File: src/rtl/indexed_sequence_list_assert.svh
// Assertion macros for the indexed sequence list RTL.
// Used by any module that has clk and arst_n in scope.
`ifndef INDEXED_SEQUENCE_LIST_ASSERT_SVH
`define INDEXED_SEQUENCE_LIST_ASSERT_SVH

// Same-cycle implication, sampled on clk, off while in reset.
`define ISL_ASSERT_SAME(lbl, ante, cons, msg) \
	lbl: assert property (@(posedge clk) disable iff (!arst_n) (ante) |-> (cons)) \
		else $error(msg);

// Next-cycle implication, sampled on clk, off while in reset.
`define ISL_ASSERT_NEXT(lbl, ante, cons, msg) \
	lbl: assert property (@(posedge clk) disable iff (!arst_n) (ante) |=> (cons)) \
		else $error(msg);

`endif

File: src/rtl/isl_pkg.sv
// Shared constants for the indexed sequence list: capacity, field widths,
// command and status codes. No dependencies.
package isl_pkg;

	localparam int CAPACITY = 64;
	localparam int ADDR_W   = $clog2(CAPACITY);
	localparam int LEN_W    = $clog2(CAPACITY + 1);

	localparam int CMD_W   = 3;
	localparam int POS_W   = 16;
	localparam int VAL_W   = 32;
	localparam int STAT_W  = 2;
	localparam int COUNT_W = 7;

	localparam logic [CMD_W-1:0] CMD_GET       = 3'd0;
	localparam logic [CMD_W-1:0] CMD_ADD_HEAD  = 3'd1;
	localparam logic [CMD_W-1:0] CMD_ADD_TAIL  = 3'd2;
	localparam logic [CMD_W-1:0] CMD_ADD_INDEX = 3'd3;
	localparam logic [CMD_W-1:0] CMD_DELETE    = 3'd4;

	localparam logic [STAT_W-1:0] STAT_DONE  = 2'd0;
	localparam logic [STAT_W-1:0] STAT_RANGE = 2'd1;
	localparam logic [STAT_W-1:0] STAT_FULL  = 2'd2;

	localparam logic [VAL_W-1:0] NOT_FOUND = '1;

endpackage

File: src/rtl/isl_ram.sv
// Generic single-write, single-read RAM with registered read data.
// No dependencies.
module isl_ram #(
	parameter int WIDTH = 32,
	parameter int DEPTH = 64
) (
	input  logic                     clk,
	input  logic                     we,
	input  logic [$clog2(DEPTH)-1:0] waddr,
	input  logic [WIDTH-1:0]         wdata,
	input  logic [$clog2(DEPTH)-1:0] raddr,
	output logic [WIDTH-1:0]         rdata
);

	logic [WIDTH-1:0] mem [DEPTH];
	logic [WIDTH-1:0] rdata_q;

	always_ff @(posedge clk) begin
		if (we) begin
			mem[waddr] <= wdata;
		end
		rdata_q <= mem[raddr];
	end

	assign rdata = rdata_q;

endmodule

File: src/rtl/indexed_sequence_list.sv
// Rejects and a tail delete finish in DECIDE; a get passes through GETRD, an insert
// at the end through WRITE, an insert that moves entries through SHIFT, DRAIN and
// WRITE, a delete that moves entries through SHIFT and DRAIN. Busy holds off requests
// meanwhile, and a new request is taken in the cycle done shows. One entry moves
// per cycle through the single RAM port pair. Receiver cannot stall. Reset (arst_n low,
// asynchronous) empties the list. Uses isl_pkg, isl_ram, the assertion macros.
`include "indexed_sequence_list_assert.svh"

module indexed_sequence_list import isl_pkg::*; (
	input  logic               clk,
	input  logic               arst_n,
	input  logic               start,
	output logic               busy,
	input  logic [CMD_W-1:0]   command,
	input  logic [POS_W-1:0]   position,
	input  logic [VAL_W-1:0]   value,
	output logic               done,
	output logic [VAL_W-1:0]   read_value,
	output logic [STAT_W-1:0]  status,
	output logic [COUNT_W-1:0] count
);

	typedef enum logic [5:0] {
		S_IDLE   = 6'b000001,
		S_DECIDE = 6'b000010,
		S_GETRD  = 6'b000100,
		S_SHIFT  = 6'b001000,
		S_DRAIN  = 6'b010000,
		S_WRITE  = 6'b100000
	} state_t;

	state_t              state_q, state_d;
	logic [CMD_W-1:0]    cmd_q;
	logic [POS_W-1:0]    pos_q;
	logic [VAL_W-1:0]    val_q;
	logic [ADDR_W-1:0]   p_q, p_d;
	logic [ADDR_W-1:0]   idx_q, idx_d;
	logic                rd_vld_q;
	logic [ADDR_W-1:0]   rd_src_q;
	logic [LEN_W-1:0]    len_q, len_d;
	logic                done_q, done_d;
	logic [VAL_W-1:0]    read_value_q, read_value_d;
	logic [STAT_W-1:0]   status_q, status_d;
	logic [COUNT_W-1:0]  count_q;

	logic [POS_W-1:0]    len16;
	logic [POS_W-1:0]    pe16;
	logic [ADDR_W-1:0]   last_src;
	logic                is_del;

	logic                ram_we;
	logic [ADDR_W-1:0]   ram_waddr;
	logic [VAL_W-1:0]    ram_wdata;
	logic [ADDR_W-1:0]   ram_raddr;
	logic [VAL_W-1:0]    ram_rdata;

	assign busy   = (state_q != S_IDLE);
	assign len16  = POS_W'(len_q);
	assign is_del = (cmd_q == CMD_DELETE);
	// len-1 as an address; only used while the list is non-empty
	assign last_src = ADDR_W'(len_q - LEN_W'(1));

	// effective insert position
	always_comb begin
		case (cmd_q)
			CMD_ADD_HEAD: pe16 = '0;
			CMD_ADD_TAIL: pe16 = len16;
			default:      pe16 = pos_q;
		endcase
	end

	always_comb begin
		state_d      = state_q;
		p_d          = p_q;
		idx_d        = idx_q;
		len_d        = len_q;
		done_d       = 1'b0;
		read_value_d = NOT_FOUND;
		status_d     = STAT_RANGE;
		ram_raddr    = idx_q;

		case (state_q)
			S_IDLE: begin
				if (start) begin
					state_d = S_DECIDE;
				end
			end
			S_DECIDE: begin
				case (cmd_q)
					CMD_GET: begin
						ram_raddr = pos_q[ADDR_W-1:0];
						if (pos_q < len16) begin
							state_d = S_GETRD;
						end else begin
							done_d  = 1'b1;
							state_d = S_IDLE;
						end
					end
					CMD_ADD_HEAD, CMD_ADD_TAIL, CMD_ADD_INDEX: begin
						p_d = pe16[ADDR_W-1:0];
						if (pe16 > len16) begin
							done_d  = 1'b1;
							state_d = S_IDLE;
						end else if (len_q == LEN_W'(CAPACITY)) begin
							status_d = STAT_FULL;
							done_d   = 1'b1;
							state_d  = S_IDLE;
						end else if (pe16 == len16) begin
							state_d = S_WRITE;
						end else begin
							// move entries up, starting from the top
							idx_d   = last_src;
							state_d = S_SHIFT;
						end
					end
					CMD_DELETE: begin
						if (pos_q < len16) begin
							if ((17'(pos_q) + 17'd1) == 17'(len_q)) begin
								// deleting the tail element moves nothing
								len_d    = len_q - LEN_W'(1);
								status_d = STAT_DONE;
								done_d   = 1'b1;
								state_d  = S_IDLE;
							end else begin
								idx_d   = ADDR_W'(pos_q[ADDR_W-1:0] + ADDR_W'(1));
								state_d = S_SHIFT;
							end
						end else begin
							done_d  = 1'b1;
							state_d = S_IDLE;
						end
					end
					default: begin
						done_d  = 1'b1;
						state_d = S_IDLE;
					end
				endcase
			end
			S_GETRD: begin
				read_value_d = ram_rdata;
				status_d     = STAT_DONE;
				done_d       = 1'b1;
				state_d      = S_IDLE;
			end
			S_SHIFT: begin
				ram_raddr = idx_q;
				if (is_del) begin
					if (idx_q == last_src) begin
						state_d = S_DRAIN;
					end else begin
						idx_d = idx_q + ADDR_W'(1);
					end
				end else begin
					if (idx_q == p_q) begin
						state_d = S_DRAIN;
					end else begin
						idx_d = idx_q - ADDR_W'(1);
					end
				end
			end
			S_DRAIN: begin
				// last moved entry is written this cycle
				if (is_del) begin
					len_d    = len_q - LEN_W'(1);
					status_d = STAT_DONE;
					done_d   = 1'b1;
					state_d  = S_IDLE;
				end else begin
					state_d = S_WRITE;
				end
			end
			S_WRITE: begin
				len_d    = len_q + LEN_W'(1);
				status_d = STAT_DONE;
				done_d   = 1'b1;
				state_d  = S_IDLE;
			end
			default: begin
				state_d = S_IDLE;
			end
		endcase
	end

	// a read issued in SHIFT lands in the next cycle and is written one slot over
	assign ram_we    = rd_vld_q || (state_q == S_WRITE);
	assign ram_wdata = (state_q == S_WRITE) ? val_q : ram_rdata;
	always_comb begin
		if (state_q == S_WRITE) begin
			ram_waddr = p_q;
		end else if (is_del) begin
			ram_waddr = rd_src_q - ADDR_W'(1);
		end else begin
			ram_waddr = rd_src_q + ADDR_W'(1);
		end
	end

	always_ff @(posedge clk or negedge arst_n) begin
		if (!arst_n) begin
			state_q  <= S_IDLE;
			len_q    <= '0;
			done_q   <= 1'b0;
			rd_vld_q <= 1'b0;
		end else begin
			state_q  <= state_d;
			len_q    <= len_d;
			done_q   <= done_d;
			rd_vld_q <= (state_q == S_SHIFT);
		end
	end

	always_ff @(posedge clk) begin
		if (state_q == S_IDLE && start) begin
			cmd_q <= command;
			pos_q <= position;
			val_q <= value;
		end
		p_q      <= p_d;
		idx_q    <= idx_d;
		rd_src_q <= idx_q;
		if (done_d) begin
			read_value_q <= read_value_d;
			status_q     <= status_d;
			count_q      <= COUNT_W'(len_d);
		end
	end

	isl_ram #(
		.WIDTH(VAL_W),
		.DEPTH(CAPACITY)
	) u_store (
		.clk   (clk),
		.we    (ram_we),
		.waddr (ram_waddr),
		.wdata (ram_wdata),
		.raddr (ram_raddr),
		.rdata (ram_rdata)
	);

	assign done       = done_q;
	assign read_value = read_value_q;
	assign status     = status_q;
	assign count      = count_q;

	`ISL_ASSERT_SAME(a_len_bound, 1'b1, len_q <= LEN_W'(CAPACITY), "list length above capacity")
	`ISL_ASSERT_NEXT(a_accept_busy, start && !busy, busy, "request accepted but not busy")
	`ISL_ASSERT_SAME(a_fail_value, done && status != STAT_DONE, read_value == NOT_FOUND, "failed request returned a value")
	`ISL_ASSERT_NEXT(a_shift_exit, state_q == S_SHIFT, state_q == S_SHIFT || state_q == S_DRAIN, "shift left without drain")
	`ISL_ASSERT_SAME(a_done_idle, done, !busy, "result shown while still busy")

endmodule
File: config.mk
export PLATFORM = sky130hd
export DESIGN_NAME = indexed_sequence_list
export DESIGN_NICKNAME = d
export VERILOG_FILES = /design/src/rtl/isl_pkg.sv /design/src/rtl/isl_ram.sv /design/src/rtl/indexed_sequence_list.sv
export VERILOG_INCLUDE_DIRS = /design/src /design/src/rtl
export SDC_FILE = /design/constraint.sdc
export NUM_CORES = 2
export LEC_CHECK = 0
export BUFFER_PORTS_ARGS = -buffer_cell sky130_fd_sc_hd__buf_2
export CAP_MARGIN = 20
export CORE_UTILIZATION = 35
export CTS_CLUSTER_DIAMETER = 150
export DETAILED_ROUTE_END_ITERATION = 10
export SLEW_MARGIN = 20
export SYNTH_ARGS = -nofsm -noshare
export SYNTH_HDL_FRONTEND = slang
export SYNTH_SLANG_ARGS = --single-unit
export TNS_END_PERCENT = 50
File: constraint.sdc
create_clock -name clk -period 6.7 [get_ports clk]
set_clock_uncertainty 0.1 [all_clocks]
set_input_delay 0.67 -clock clk [delete_from_list [all_inputs] [get_ports clk]]
set_output_delay 0.67 -clock clk [all_outputs]
set_load 0.1 [all_outputs]
* Word-level counts from Yosys, hierarchy flattened
Memories as Yosys holds them, arrays and structs flattened. A register that Yosys moved wholly into a read port is not among the register bits.
Index checks and enable logic that the tools add are counted.
** Storage, ports and cells
- Memory bits (writable) :: 2048
- Memories :: 1
- Flip-flop bits (word level) :: 125
- Word-level logic and storage cells :: 111
- Output and inout bits :: 43
- Input port bits :: 54
** Cells by class
- Multiplexer cells :: 51
- Reductions and logical operators :: 9
- Order comparisons :: 2
- Eq/ne operators :: 27
- Add/subtract/negate cells :: 8
** Memory list
- u_store.mem :: depth 64, bits a word 32, read ports 1, clocked after memory_dff 1, wr ports 1, RTL line isl_ram.sv:15 : logic [WIDTH-1:0] mem [DEPTH];
** Operator list (number)
- $mux W6 :: 21
- $mux W32 :: 1
- $pmux W16 S2 :: 1
- $mux W7 :: 4
- $ne A3 B3 Y1 const B :: 9
- $pmux W6 S2 :: 2
- $pmux W6 S4 :: 1
- $pmux W7 S3 :: 1
- $add A6 B1 Y6 const B :: 3
- $pmux W6 S3 :: 1
- $add A16 B1 Y17 const B :: 1
- $eq A17 B7 Y1 :: 1
- $eq A16 B7 Y1 :: 1
- $gt A16 B7 Y1 :: 1
- $lt A16 B7 Y1 :: 1
- $eq A6 B6 Y1 :: 2
- $sub A6 B1 Y6 const B :: 2
- $mux W1 :: 11
- $reduce_and A9 Y1 :: 1
- $add A7 B1 Y7 const B :: 1
- $eq A7 B7 Y1 const B :: 1
- $sub A7 B1 Y7 const B :: 1
- $eq A3 B2 Y1 const B :: 2
- $eq A6 B1 Y1 const B :: 1
- other kinds (24) :: 26

* Depth between registers and ports, before layout
- Depth in word-level cells :: 8
- Gate-level depth with buffers :: 14
- Depth with buffers taken out :: 12

* By module
From an unflattened synthesis, not the netlist that was laid out.
** Unflattened totals
- Cell total of the unflattened synthesis :: 3958
- Area total of the unflattened synthesis :: 85306.8 um2
** By module, submodules not included
- isl_ram :: seq. area each 62139.6 um2, area an instance 78515.3 um2, times used 1, cells an instance 3324
- indexed_sequence_list :: seq. area each 3619.7 um2, area an instance 6791.5 um2, times used 1, cells an instance 634

* Worst setup path after synthesis
No wires, ideal clock.
- Path type :: register to register
- Start :: register cmd_q[0]
- End :: register count_q[0] (netlist: count[0]) (enable)
- Stages on the path, launching flop included :: 15
- Setup time :: 736 ps
- Path buffers :: 2
- Arrival time :: 4040 ps
- Clock period less this slack :: 4876 ps
- Setup slack :: 1824 ps
- Required time :: 5864 ps
- Path through :: edfxtp_1 clkbuf_1 nor2_1 or2_2 clkbuf_1 a22o_1 ha_1 nor2b_1 o21a_1 o21ai_0 a211oi_1 o41ai_1 a22o_1 a21o_1 nand4_1
** Between the ends
- Cells in the longest elaborated chain, start to end :: 6
- Elaborated cells on any way between the ends :: 12
- Classes of those cells :: 1 x order compare; 4 x eq/ne; 5 x mux; 2 x reduce/logical
** Ends and longest elaborated chain
- from (decl) :: RTL line indexed_sequence_list.sv:33 : logic [CMD_W-1:0] cmd_q;
- from (signal assigned) :: RTL line indexed_sequence_list.sv:213 : cmd_q <= command;
- $eq A3 B2 Y1 or $eq A3 B1 Y1 (tied branches) :: RTL line indexed_sequence_list.sv:65 : case (cmd_q)
- $pmux W16 S2 * :: RTL line indexed_sequence_list.sv:65
- net pe16[1] :: RTL line indexed_sequence_list.sv:47 : logic [POS_W-1:0] pe16;
- $gt A16 B7 Y1 * :: RTL line indexed_sequence_list.sv:101 : if (pe16 > len16) begin
- $mux W1 * :: RTL line indexed_sequence_list.sv:101
- $pmux W1 S3 * :: RTL line indexed_sequence_list.sv:89 : case (cmd_q)
- $pmux W1 S3 * :: RTL line indexed_sequence_list.sv:82 : case (state_q)
- net done_d :: RTL line indexed_sequence_list.sv:41 : logic done_q, done_d;
- to (signal assigned) :: RTL line indexed_sequence_list.sv:223 : count_q <= COUNT_W'(len_d);
- to (decl) :: RTL line indexed_sequence_list.sv:44 : logic [COUNT_W-1:0] count_q;
The timed path passes the listed nets; every way through them passes the cells marked *.
A chain may end at the register's enable or synchronous reset.

* Worst setup path after layout
- Start :: register cmd_q[1]
- End :: memory u_store.mem[49][4] (enable)
** Between the ends
- Cells in the longest elaborated chain, start to end :: 3
** Ends and longest elaborated chain
- $eq A3 B3 Y1 :: RTL line indexed_sequence_list.sv:59 : assign is_del = (cmd_q == CMD_DELETE);
- $mux W6 :: RTL line indexed_sequence_list.sv:190 : end else if (is_del) begin
- $mux W6 :: RTL line indexed_sequence_list.sv:188 : if (state_q == S_WRITE) begin
- to (decl) :: RTL line isl_ram.sv:15
Every way passes these cells.

==> key figures <==
Power
  • Pint: 0.0226 W
  • Clock share of power: 0.403
  • Leak: 32.7 nW
  • Peak supply drop: 0.285 mV
  • PwrDens: 299 nW/µm²
  • Sw frac: 0.234
  • Comb pwr share: 0.066
  • Switching Power: 0.00690 W
  • Reg power frac: 0.530

GRT
  • Largest net degree at the start of global routing: 120
  • Vias in the first global route: 47517
  • GRT overflow: 0
  • Initial antenna violation count: 21
  • Total GRT Usage: 0.198
  • Global-route wire length before repair: 355 mm

Layout
  • Share of post-route cells with drive strength above 1: 0.120
  • Fill cells: 21846
  • Synthesis-to-finish area growth: 14.7%
  • Layout net count: 5795

Job
  • Max-cap violations: 0

STA
  • RSZ-0062 raised after global routing: no
  • # setup viols final: 0
  • Fin Hold WS: 168 ps
  • Slew Viols, Final: 0
  • Tmin final: 5460 ps
  • Final period util: 0.814
  • Fmax: 0.183 GHz
  • Final Hold Fails: 0
  • Fin worst setup slack: 1240 ps
  • TNS Setup: 0 ps
  • Slew HR: 0.238
  • Slew @ Worst Pin: 1140 ps

Route
  • WL final: 252 mm
  • TritonRoute pass-1 iters: 5
  • Via density: 5.51
  • Initial detailed-routing violation count: 6585
  • Number of remaining DRC errors: 0
  • Via count: 50074
  • Routed length per placed instance: 27.7 µm
  • Routed Antenna Nets: 0

Synthesis
  • Synth Instances: 5533
  • Syn avg cell area: 15.6 µm²
  • Yosys warns: 0
  • Synth cell types: 75
  • Seq cells post-synth: 2205
  • Synth Net Count: 5614
  • Number of flops mapped to enable cells by yosys: 2152
  • Mapped cell area: 86300 µm²
  • Ys flop type: edfxtp_1
  • Fraction of registers with async set/reset: 0.00680
  • Seq/Total Area, Yosys: 0.762

Worst setup path
  • Startpoint types: flop
  • R2r endpoint: u_store.mem[49][4]
  • Critical Path RT: 7130 ps
  • CP Launch Point: cmd_q[1]
  • CP endpoint kind: flop
  • Critical R2R Launch: cmd_q[1]
  • Crit path to: u_store.mem[49][4]
  • FF-to-FF path depth: 13
  • Crit Path Max Fanout: 23
  • Critical path class: flop to flop
  • Register-to-register setup slack: 1240 ps
  • WP data arrival: 5890 ps

Floorplan
  • Die H: 498 µm
  • Row count: 181
  • Initial Util: 0.353
  • Core Area: 244000 µm²
  • Io pins: 97
  • Die W: 498 µm
  • Die area: 248000 µm²

CTS
  • Inserted Clock Buffers: 214
  • Cts hold-fix bufs: 53
  • Post-CTS Setup Bufs: 0
  • CTS tree: done
  • Clock slew at reported path FFs: 60 ps
  • Root Buffer Master: clkbuf_16
  • CTS Sinks: 2205
  • Max Buffers Root-to-Sink: 3
  • Htree depth: 4
  • Worst-Skew Late Latency: 870 ps
  • Post-cts resize count: 0

Placement
  • GPL Wtd Cong: 0.863
  • # port buffers: 96
  • Dpl ws: 1360 ps
  • Final HPWL DP: 148 mm

Worst hold path
  • Min-Delay Path Class: input pin to asynchronous set/reset pin

Run status
  • Run status: complete, no violations
==> layout make-up <==
class                      instances  area (µm²)  area share
sequential                      2205       65800       0.665
inverter                          19        71.3    0.000721
clock inverter                   114        1150      0.0116
tap                             3202        4010      0.0405
timing repair buffer             294        2480      0.0250
clock buffer                     271        5690      0.0575
multi-input combinational       2980       19800       0.200
antenna                            8        20.0    0.000202
==> state kept, by name (all words and copies together) (netlist names) <==
name           flops
u_store.rdata     32
cmd_q              3
pos_q             16
count              7
rd_vld_q           1
done               1
p_q                6
val_q             32
state_q            6
idx_q              6
read_value        32
status             2
u_store.mem     2048
rd_src_q           6
len_q              7
==> synth_stat cells, drive strengths merged (3+ instances only) <==
master | number | share of area
edfxtp | 2152 | 0.75
nand2 | 960 | 0.042
mux2i | 621 | 0.072
o22ai | 258 | 0.019
buf | 197 | 0.013
nand3 | 187 | 0.011
o21ai | 157 | 0.0092
a31oi | 147 | 0.011
clkbuf | 132 | 0.0057
nor2 | 117 | 0.0051
nand4 | 95 | 0.0069
a32o | 56 | 0.0065
a32oi | 43 | 0.0044
dfxtp | 38 | 0.0088
or2 | 36 | 0.0026
and4 | 34 | 0.0035
a22oi | 31 | 0.0027
ha | 25 | 0.0036
a21oi | 23 | 0.0014
xnor2 | 23 | 0.0023
inv | 19 | 0.00083
nor3 | 15 | 0.00099
xor2 | 15 | 0.0015
a22o | 14 | 0.0014
dfrtp | 14 | 0.0041
nand3b | 12 | 0.0010
nor4 | 11 | 0.0010
and2 | 9 | 0.00065
o211ai | 9 | 0.00078
nand2b | 8 | 0.00067
a21o | 6 | 0.00052
o2111ai | 6 | 0.00061
o31ai | 6 | 0.00068
and3 | 5 | 0.00036
or3 | 5 | 0.00042
or4 | 5 | 0.00048
mux2 | 4 | 0.00052
nor2b | 4 | 0.00029
o21a | 4 | 0.00035
o221ai | 4 | 0.00041
nor3b | 3 | 0.00032
==> layout by cell type, fill, tap and decap left out, drive strengths merged, types with 34 or more instances in the layout <==
cell type	count
or2	36
nor2	117
dfxtp	38
nand4	95
edfxtp	2152
buf	241
and4	34
nand2	960
a32oi	43
mux2i	621
a31oi	147
clkbuf	271
a32o	56
nand3	187
o21ai	157
dlygate4sd3	53
clkinv	82
o22ai	258
==> how the worst min path moves through the flow <==
stage / startpoint / to / slack (ps) / depth (start not counted)
3_5_place_dp: u_store.rdata[18] / read_value[18] / 430 / 1
5_1_grt: arst_n / len_q[2] / 180 / 2
4_1_cts: arst_n / len_q[2] / 120 / 2
3_3_place_gp: u_store.rdata[9] / read_value[9] / 440 / 1
2_1_floorplan: idx_q[5] / rd_src_q[5] / 250 / 0
6_report: arst_n / len_q[2] / 170 / 2
==> kinds of logic after synthesis <==
logic type / count (synthesis) / share of synthesized area
AOI/OAI and AO/OA: 779 / 0.0600
xor gates and xnor gates: 39 / 0.00412
adders and majority gates: 27 / 0.00409
buffers and inverters: 348 / 0.0192
DFF: 2205 / 0.762
muxes: 625 / 0.0726
and+or+nand+nor: 1510 / 0.0775
==> routing by layer <==
metal  vias to the layer above  global-route usage  share of wire
li1                      21791                   -              -
met1                     25543               0.270           0.41
met2                      2353               0.319           0.47
met3                       381              0.0345          0.085
met4                         6              0.0636          0.033
met5                         -                   0        0.00016
==> critical path: stages (launching register included) <==
cell and delay [ps]:
edfxtp_1 540, or3b_1 420, buf_4 230, inv_1 420
ha_1 340, a21o_1 160, a21oi_1 270, o21bai_1 100
a21oi_1 200, xor2_1 250, mux2_2 250, nand2_1 540
nor2_4 800, buf_4 440
==> power groups by stage <==
stage / Combinational [W] / Clock, W / Sequential, W
after global placement: 0.00188 / 0 / 0.0160
after floorplan: 0.00101 / 0 / 0.0159
after detailed placement: 0.00191 / 0 / 0.0160
after global routing: 0.00205 / 0.0125 / 0.0157
after CTS: 0.00194 / 0.0120 / 0.0157
final: 0.00195 / 0.0119 / 0.0157
==> through the flow <==
step	power [W]	instance area [µm²]	std cells	utilization
2_1_floorplan	0.0169	86300	5533	-
3_3_place_gp	0.0178	91400	8642	0.374
3_5_place_dp	0.0179	91400	8643	0.375
4_1_cts	0.0296	98800	9081	0.405
5_1_grt	0.0302	98900	9087	0.405
6_report	0.0295	98900	9093	0.405
Note: power is estimated with default switching activity, not from simulation.
